## config.mk

```make
export PLATFORM = sky130hd
export DESIGN_NAME = sha256_stream_hasher_unit
export DESIGN_NICKNAME = d
export VERILOG_FILES = /design/src/sha_pkg.sv /design/src/sha_front.sv /design/src/sha_core.sv /design/src/sha_back.sv /design/src/sha256_stream_hasher_unit.sv
export SDC_FILE = /design/constraint.sdc
export NUM_CORES = 2
export LEC_CHECK = 0
export BUFFER_PORTS_ARGS = -buffer_cell sky130_fd_sc_hd__buf_2
export CORE_MARGIN = 1
export CORE_UTILIZATION = 56
export DETAILED_ROUTE_END_ITERATION = 10
export PLACE_DENSITY_LB_ADDON = 0.1
export SETUP_SLACK_MARGIN = 0.15
export SYNTH_ARGS = -nofsm -noshare
export SYNTH_HDL_FRONTEND = slang
export SYNTH_SLANG_ARGS = --single-unit
export TNS_END_PERCENT = 20
```

## constraint.sdc

```tcl
create_clock -name clk -period 21.8 [get_ports clk]
set_clock_uncertainty 0.15 [all_clocks]
set_input_delay 4.36 -clock clk [delete_from_list [all_inputs] [get_ports clk]]
set_output_delay 4.36 -clock clk [all_outputs]
set_load 0.03 [all_outputs]
```

## src/sha_pkg.sv

```systemverilog
// ----------------------------------------------------------------------------
// SHA-256 hasher package
// Shared constants, types and round functions.
// ----------------------------------------------------------------------------
package sha_pkg;

  // Command codes
  typedef enum logic {CMD_ABSORB = 1'b0, CMD_FINISH = 1'b1} cmd_t;

  // Item passed from front to back through the queue
  typedef struct packed {
    logic       finish;
    logic [7:0] data;
  } qitem_t;

  // Back part states
  typedef enum logic [2:0] {
    ST_IDLE, ST_LOAD, ST_COMP, ST_EMIT
  } back_state_t;

  // Compression status
  typedef struct packed {
    logic busy;
    logic done;
  } comp_stat_t;

  // Padding marker byte and the byte position where the bit length starts
  localparam logic [7:0] PAD_BYTE = 8'h80;
  localparam logic [5:0] LEN_POS  = 6'd56;

  localparam logic [31:0] INIT_HASH [8] = '{
    32'h6A09E667, 32'hBB67AE85, 32'h3C6EF372, 32'hA54FF53A,
    32'h510E527F, 32'h9B05688C, 32'h1F83D9AB, 32'h5BE0CD19};

  localparam logic [255:0] INIT_HASH_VEC = {
    INIT_HASH[0], INIT_HASH[1], INIT_HASH[2], INIT_HASH[3],
    INIT_HASH[4], INIT_HASH[5], INIT_HASH[6], INIT_HASH[7]};

  localparam logic [31:0] ROUND_K [64] = '{
    32'h428A2F98, 32'h71374491, 32'hB5C0FBCF, 32'hE9B5DBA5,
    32'h3956C25B, 32'h59F111F1, 32'h923F82A4, 32'hAB1C5ED5,
    32'hD807AA98, 32'h12835B01, 32'h243185BE, 32'h550C7DC3,
    32'h72BE5D74, 32'h80DEB1FE, 32'h9BDC06A7, 32'hC19BF174,
    32'hE49B69C1, 32'hEFBE4786, 32'h0FC19DC6, 32'h240CA1CC,
    32'h2DE92C6F, 32'h4A7484AA, 32'h5CB0A9DC, 32'h76F988DA,
    32'h983E5152, 32'hA831C66D, 32'hB00327C8, 32'hBF597FC7,
    32'hC6E00BF3, 32'hD5A79147, 32'h06CA6351, 32'h14292967,
    32'h27B70A85, 32'h2E1B2138, 32'h4D2C6DFC, 32'h53380D13,
    32'h650A7354, 32'h766A0ABB, 32'h81C2C92E, 32'h92722C85,
    32'hA2BFE8A1, 32'hA81A664B, 32'hC24B8B70, 32'hC76C51A3,
    32'hD192E819, 32'hD6990624, 32'hF40E3585, 32'h106AA070,
    32'h19A4C116, 32'h1E376C08, 32'h2748774C, 32'h34B0BCB5,
    32'h391C0CB3, 32'h4ED8AA4A, 32'h5B9CCA4F, 32'h682E6FF3,
    32'h748F82EE, 32'h78A5636F, 32'h84C87814, 32'h8CC70208,
    32'h90BEFFFA, 32'hA4506CEB, 32'hBEF9A3F7, 32'hC67178F2};

  function automatic logic [31:0] rotr(input logic [31:0] x, input int n);
    rotr = (x >> n) | (x << (32 - n));
  endfunction

endpackage

```

## src/sha_front.sv

```systemverilog
// ----------------------------------------------------------------------------
// SHA-256 front
// Accepts stream items, classifies them and pushes them into a 4-entry queue.
// ----------------------------------------------------------------------------
module sha_front (
  input  logic          clk,
  input  logic          rst,
  input  logic          in_valid,
  output logic          in_ready,
  input  logic [8:0]    in_data,
  output sha_pkg::qitem_t q_item,
  output logic          q_valid,
  input  logic          q_pop
);
  import sha_pkg::*;

  qitem_t     fifo [4];
  logic [1:0] wr_ptr, rd_ptr;
  logic [2:0] count;
  logic       push;

  assign in_ready = (count != 3'd4);
  assign push     = in_valid && in_ready;
  assign q_valid  = (count != 3'd0);
  assign q_item   = fifo[rd_ptr];

  always_ff @(posedge clk) begin
    if (push) begin
      fifo[wr_ptr].finish <= (in_data[0] == CMD_FINISH);
      fifo[wr_ptr].data   <= in_data[8:1];
    end
  end

  always_ff @(posedge clk) begin
    if (rst) begin
      wr_ptr <= '0;
      rd_ptr <= '0;
      count  <= '0;
    end else begin
      if (push) wr_ptr <= wr_ptr + 2'd1;
      if (q_pop) rd_ptr <= rd_ptr + 2'd1;
      count <= count + {2'b0, push} - {2'b0, q_pop};
    end
  end

  assert property (@(posedge clk) disable iff (rst) count <= 3'd4)
    else $error("queue count overflow");
  assert property (@(posedge clk) disable iff (rst) q_pop |-> q_valid)
    else $error("pop from empty queue");
  assert property (@(posedge clk) disable iff (rst)
    (count == 3'd4) |-> !push)
    else $error("push into full queue");
endmodule

```

## src/sha_core.sv

```systemverilog
// ----------------------------------------------------------------------------
// SHA-256 compression core
// Runs 64 rounds, one per cycle, with a 16-word rolling schedule.
// ----------------------------------------------------------------------------
module sha_core (
  input  logic        clk,
  input  logic        rst,
  input  logic        start,
  input  logic [511:0] block,
  input  logic [255:0] hash_in,
  output logic [255:0] hash_out,
  output sha_pkg::comp_stat_t stat
);
  import sha_pkg::*;

  logic [31:0] w [16];
  logic [31:0] v [8];
  logic [5:0]  rnd;
  logic        busy;
  logic        done;
  logic [31:0] t1, t2, s0, s1, wn, wcur;

  assign wcur = w[0];
  always_comb begin
    s0 = rotr(w[1], 7) ^ rotr(w[1], 18) ^ (w[1] >> 3);
    s1 = rotr(w[14], 17) ^ rotr(w[14], 19) ^ (w[14] >> 10);
    wn = s1 + w[9] + s0 + w[0];
    t1 = v[7] + (rotr(v[4], 6) ^ rotr(v[4], 11) ^ rotr(v[4], 25))
       + ((v[4] & v[5]) ^ (~v[4] & v[6])) + ROUND_K[rnd] + wcur;
    t2 = (rotr(v[0], 2) ^ rotr(v[0], 13) ^ rotr(v[0], 22))
       + ((v[0] & v[1]) ^ (v[0] & v[2]) ^ (v[1] & v[2]));
  end

  always_comb begin
    for (int i = 0; i < 8; i++)
      hash_out[255 - 32*i -: 32] = hash_in[255 - 32*i -: 32] + v[i];
  end

  always_ff @(posedge clk) begin
    if (start) begin
      for (int i = 0; i < 16; i++) w[i] <= block[511 - 32*i -: 32];
      for (int i = 0; i < 8; i++) v[i] <= hash_in[255 - 32*i -: 32];
    end else if (busy) begin
      for (int i = 0; i < 15; i++) w[i] <= w[i+1];
      w[15] <= wn;
      v[7] <= v[6]; v[6] <= v[5]; v[5] <= v[4]; v[4] <= v[3] + t1;
      v[3] <= v[2]; v[2] <= v[1]; v[1] <= v[0]; v[0] <= t1 + t2;
    end
  end

  always_ff @(posedge clk) begin
    if (rst) begin
      busy <= 1'b0;
      rnd  <= '0;
      done <= 1'b0;
    end else begin
      done <= 1'b0;
      if (start) begin
        busy <= 1'b1;
        rnd  <= '0;
      end else if (busy) begin
        rnd <= rnd + 6'd1;
        if (rnd == 6'd63) begin
          busy <= 1'b0;
          done <= 1'b1;
        end
      end
    end
  end
  assign stat = '{busy: busy, done: done};

  assert property (@(posedge clk) disable iff (rst) start |-> !busy)
    else $error("start while busy");
  assert property (@(posedge clk) disable iff (rst) done |-> !busy)
    else $error("done while busy");
  assert property (@(posedge clk) disable iff (rst)
    (busy && rnd == 6'd63) |=> done)
    else $error("missing done");
endmodule

```

## src/sha_back.sv

```systemverilog
// ----------------------------------------------------------------------------
// SHA-256 back
// Collects bytes, pads, drives the compression core and emits the digest.
// ----------------------------------------------------------------------------
module sha_back (
  input  logic          clk,
  input  logic          rst,
  input  sha_pkg::qitem_t q_item,
  input  logic          q_valid,
  output logic          q_pop,
  output logic          out_valid,
  input  logic          out_ready,
  output logic [39:0]   out_data,
  output logic          out_last
);
  import sha_pkg::*;

  back_state_t  state, state_next;
  logic [511:0] blk, blk_next;
  logic [255:0] hash, hash_new;
  logic [5:0]   fill;
  logic [63:0]  msg_bits;
  logic         finishing, second;
  logic [2:0]   widx;
  logic         start;
  logic         take;
  comp_stat_t   cstat;

  sha_core u_core (
    .clk(clk), .rst(rst), .start(start), .block(blk),
    .hash_in(hash), .hash_out(hash_new), .stat(cstat));

  assign take  = (state == ST_IDLE) && q_valid;
  assign start = (state == ST_LOAD);

  always_comb begin
    state_next = state;
    q_pop      = 1'b0;
    out_valid  = 1'b0;
    case (state)
      ST_IDLE: begin
        if (q_valid) begin
          q_pop = 1'b1;
          if (q_item.finish || fill == 6'd63) state_next = ST_LOAD;
        end
      end
      ST_LOAD: state_next = ST_COMP;
      ST_COMP: begin
        if (cstat.done) begin
          if (second) state_next = ST_LOAD;
          else if (finishing) state_next = ST_EMIT;
          else state_next = ST_IDLE;
        end
      end
      ST_EMIT: begin
        out_valid = 1'b1;
        if (out_ready && widx == 3'd7) state_next = ST_IDLE;
      end
      default: state_next = ST_IDLE;
    endcase
  end

  // Byte writes, padding and the length block are registered into blk ahead of the load
  always_comb begin
    blk_next = blk;
    if (take && !q_item.finish) begin
      blk_next[{~fill, 3'b111} -: 8] = q_item.data;
    end else if (take) begin
      for (int i = 0; i < 64; i++) begin
        if (6'(i) == fill) blk_next[511 - 8*i -: 8] = PAD_BYTE;
        else if (6'(i) > fill) blk_next[511 - 8*i -: 8] = 8'h00;
      end
      if (fill < LEN_POS) blk_next[63:0] = msg_bits;
    end else if (state == ST_COMP && cstat.done && second) begin
      blk_next = {448'd0, msg_bits};
    end
  end

  always_ff @(posedge clk) begin
    blk <= blk_next;
  end

  assign out_data = {5'd0, widx, hash[{~widx, 5'b11111} -: 32]};
  assign out_last = (widx == 3'd7);

  always_ff @(posedge clk) begin
    if (rst) begin
      state     <= ST_IDLE;
      fill      <= '0;
      msg_bits  <= '0;
      finishing <= 1'b0;
      second    <= 1'b0;
      widx      <= '0;
      hash      <= INIT_HASH_VEC;
    end else begin
      state <= state_next;
      if (take) begin
        if (q_item.finish) begin
          finishing <= 1'b1;
          second    <= (fill >= LEN_POS);
        end else begin
          fill     <= fill + 6'd1;
          msg_bits <= msg_bits + 64'd8;
        end
      end
      if (state == ST_COMP && cstat.done) begin
        hash   <= hash_new;
        second <= 1'b0;
      end
      if (state == ST_EMIT && out_ready) begin
        widx <= widx + 3'd1;
        if (widx == 3'd7) begin
          finishing <= 1'b0;
          fill      <= '0;
          msg_bits  <= '0;
          hash      <= INIT_HASH_VEC;
        end
      end
    end
  end

  assert property (@(posedge clk) disable iff (rst) out_valid |-> finishing)
    else $error("digest out of finish");
  assert property (@(posedge clk) disable iff (rst) q_pop |-> state == ST_IDLE)
    else $error("pop outside idle");
  assert property (@(posedge clk) disable iff (rst)
    (state == ST_EMIT && out_ready && widx == 3'd7) |=> widx == 3'd0)
    else $error("word index wrap");
endmodule

```

## src/sha256_stream_hasher_unit.sv

```systemverilog
// ----------------------------------------------------------------------------
// SHA-256 stream hasher
// Byte-serial SHA-256 with finish command and digest word output.
// ----------------------------------------------------------------------------
//  channel | direction | tdata fields (low first)                 | tuser      | tlast
//  s_axis  | in        | data_byte[7:0]                           | command[0] | -
//  m_axis  | out       | digest_word[31:0], word_index[34:32]     | -          | last_word
//
// The back part takes one item per cycle from the queue while idle. Every 64th
// byte stalls it for a compression: a load step, 64 rounds and a fold into hash.
// Finish takes a pop plus one or two compressions, then eight words leave one
// per cycle while m_axis_tready is high.
// A 4-entry queue lets input continue while the back part compresses.
// rst is synchronous and returns hash state to the initial values.
// ----------------------------------------------------------------------------
module sha256_stream_hasher_unit (
  input  logic        clk,
  input  logic        rst,
  input  logic        s_axis_tvalid,
  output logic        s_axis_tready,
  input  logic [7:0]  s_axis_tdata,   // data_byte
  input  logic        s_axis_tuser,   // command
  output logic        m_axis_tvalid,
  input  logic        m_axis_tready,
  output logic [39:0] m_axis_tdata,   // digest_word, word_index
  output logic        m_axis_tlast
);
  import sha_pkg::*;

  qitem_t q_item;
  logic   q_valid, q_pop;

  // Hold classified items in the queue until the back part takes them
  sha_front u_front (
    .clk(clk), .rst(rst), .in_valid(s_axis_tvalid), .in_ready(s_axis_tready),
    .in_data({s_axis_tdata, s_axis_tuser}), .q_item(q_item), .q_valid(q_valid),
    .q_pop(q_pop));

  // Advance compression and emit digest words
  sha_back u_back (
    .clk(clk), .rst(rst), .q_item(q_item), .q_valid(q_valid), .q_pop(q_pop),
    .out_valid(m_axis_tvalid), .out_ready(m_axis_tready),
    .out_data(m_axis_tdata), .out_last(m_axis_tlast));

  assert property (@(posedge clk) disable iff (rst)
    (m_axis_tvalid && !m_axis_tready) |=> m_axis_tvalid)
    else $error("output dropped while stalled");
  assert property (@(posedge clk) disable iff (rst)
    (m_axis_tvalid && !m_axis_tready) |=> $stable(m_axis_tdata))
    else $error("output changed while stalled");
  assert property (@(posedge clk) disable iff (rst)
    m_axis_tvalid |-> (m_axis_tlast == (m_axis_tdata[34:32] == 3'd7)))
    else $error("last word flag mismatch");
endmodule
```

==> results.txt <==
Outcome -> complete, but fails checks
Failing checks -> max-capacitance violations, max-slew violations
Nature of the critical path startpoint -> flip-flop
Syn Inst Count -> 9,723
Crit Path Class -> reg2reg
Top cell type's share of synthesized area -> 39.9%
RePlAce Congestion -> 1.01
Slew Limit Fails -> 7
Setup TNS -> 0 ps
Layout Utilization -> 61.2%
Data arrival, critical path -> 11,590 ps
Syn avg cell area -> 10.2 µm²
Synth top area cells -> edfxtp_1 (40%), dfxtp_1 (7.0%), mux2_2 (6.5%)
First-pass GRT wire length -> 508,000 µm
# resized after CTS -> 0
Clock buffer depth -> 3
Buffers on Ports -> 50
Most common cell after layout, fill and taps aside -> nand2_1
Most frequent cells in the layout -> nand2_1 (1,335), edfxtp_1 (1,316), nor2_1 (1,056)
Grt total ovfl -> 0
Worst-path cell with the longest stage delay -> ha_1
Vias per cell -> 6.52
# nets final -> 10,100
Post-CTS setup buffer count -> 0
WL per Instance -> 29.4 µm
Hpwl dp -> 258,000 µm
GRT Util Overall -> 38.8%
CTS Hold Bufs -> 0
Worst hold path type -> reg2reg
Mapped Area -> 99,100 µm²
Worst path bufs/invs -> 3
Post-route ant nets -> 0
Num ports -> 56
Post-synth EDFFs -> 1,316
Skew-Pair Late Insertion Delay -> 860 ps
Max frequency -> 0.0895 GHz
Core Region -> 175,000 µm²
Std cell rows -> 153
Critical path's most frequent cell -> fa_1
Yosys reg bits -> 1,663
Number of global-route vias before repair -> 73,300
Fillers -> 14,500
Syn. warnings -> 0
Reg area -> 46,500 µm²
R2r setup slk -> 10,630 ps
Worst path required time -> 22,220 ps
Clk root buf -> clkbuf_16
Detailed-route DRC error count -> 0
H-tree depth -> 4
Initial antenna violation count -> 27
Die Span X -> 423 µm
Die area -> 179,000 µm²
Family with the most delay on the worst path -> compound AO/OA/AOI/OAI gates
Max-cap violations -> 1
Iteration-0 DRC Markers -> 11,200
Rel. slew slack -> -0.873%
Main synth FF type -> edfxtp_1
TritonCTS buffer count -> 182
Syn-to-layout area delta -> 8.05%
Multi-input logic area -> 49,600 µm²
Design area -> 107,000 µm²
CTS tree -> built
Sink Count -> 1,663
Post-route minimum period -> 11,170 ps
Routed via count -> 78,400
Starting Density -> 56.7%
First-pass iteration count of the detailed router -> 10
Synth cell types -> 100
RSZ-0062 raised after global routing -> false
Post-synthesis async set-or-reset flop share -> 0%
CP max stage delay -> 1050 ps
Worst slew pin tran -> 1510 ps
Layout cells sized above 1 -> 11.8%
Final hold violation count -> 0
Clk slew on worst S/H paths -> 70 ps
Sequential area share after synthesis -> 46.9%
Period utilization -> 51.2%
CP Max Fanout -> 18
Area after DPL -> 101,000 µm²
Critical Path End Type -> flip-flop
Drt total wl -> 353,000 µm
Die height -> 423 µm
Setup Viol. Count Final -> 0
Post-synth top area cell -> edfxtp_1
Largest net degree at the start of global routing -> 159
## per-stage QoR
step	cells	hold slack, ps	setup WS, ps
5_1_grt	12000	353	10130
6_report	12000	323	10630
3_5_place_dp	11700	313	10720
3_3_place_gp	11700	308	10800
2_1_floorplan	9727	291	1580
4_1_cts	12000	320	10630
## cell families after synthesis
logic type | synth area share, %
muxes | 8.53
buffers and inverters | 3.18
and+or+nand+nor | 13.4
other | 0.00379
DFF | 46.9
AOI/OAI and AO/OA | 13.0
xor gates and xnor gates | 5.59
adders and majority gates | 9.40
## state kept, by name, summed over array words and instances (netlist names), named ones only
name,cells
u_back.blk,512
u_back.fill,6
u_back.finishing,1
u_back.hash,256
u_back.msg_bits,61
u_back.second,1
u_back.state,2
u_back.u_core.busy,1
u_back.u_core.done,1
u_back.u_core.rnd,6
u_back.u_core.v,256
u_back.u_core.w,512
u_back.widx,3
u_front.count,3
u_front.fifo,36
u_front.rd_ptr,2
u_front.wr_ptr,2
## area by class of cell
type	count	share of cell area [%]
clock inverters	58	0.445
well taps	2325	2.72
multi-input cells	7235	46.3
diodes	17	0.0397
repair buffers	178	1.19
inverters	269	0.943
clock buffers	276	4.89
flip-flops and latches	1663	43.4
## Yosys cell counts, drive strengths merged, types with 41 or more instances
| master | number |
|---|---|
| a21o | 152 |
| o211ai | 97 |
| xnor2 | 431 |
| nand3 | 190 |
| and3 | 64 |
| or3 | 47 |
| xor2 | 201 |
| mux4 | 79 |
| a21boi | 41 |
| fa | 196 |
| mux2 | 571 |
| nor3 | 178 |
| o21bai | 54 |
| clkbuf | 508 |
| a31oi | 48 |
| nor2 | 1062 |
| dfxtp | 347 |
| nor2b | 55 |
| o21ai | 463 |
| a211oi | 72 |
| nand2b | 68 |
| nand4 | 42 |
| edfxtp | 1316 |
| o21a | 55 |
| nand2 | 1338 |
| buf | 52 |
| ha | 405 |
| inv | 266 |
| a21oi | 935 |
## tightest hold or removal path, cell delays in order, from the launching register on
cell     delay (ps)
dfxtp_1         310
inv_1            60
a21oi_1          60
## worst paths after layout
path	endpoint	from	cells past startpoint
max	u_back.u_core.v[0][31]$_DFFE_PP_	u_back.u_core.rnd[0]$_SDFFE_PP0P_	36
min	u_back.finishing$_SDFF_PP0_	u_back.finishing$_SDFF_PP0_	2
min reg2reg	u_back.finishing$_SDFF_PP0_	u_back.finishing$_SDFF_PP0_	2
max reg2reg	u_back.u_core.v[0][31]$_DFFE_PP_	u_back.u_core.rnd[0]$_SDFFE_PP0P_	36
## routing by layer
metal	part of all wire, %	GRT usage (%)	vias up
li1	-	-	34400
met5	0.14	0.403	-
met2	42	54.9	4348
met3	12	11.7	721
met4	3.6	13.0	24
met1	42	56.3	38900
Power is not shown: default switching activity piles up to over one toggle a cycle in this logic, so the estimate is an artifact.
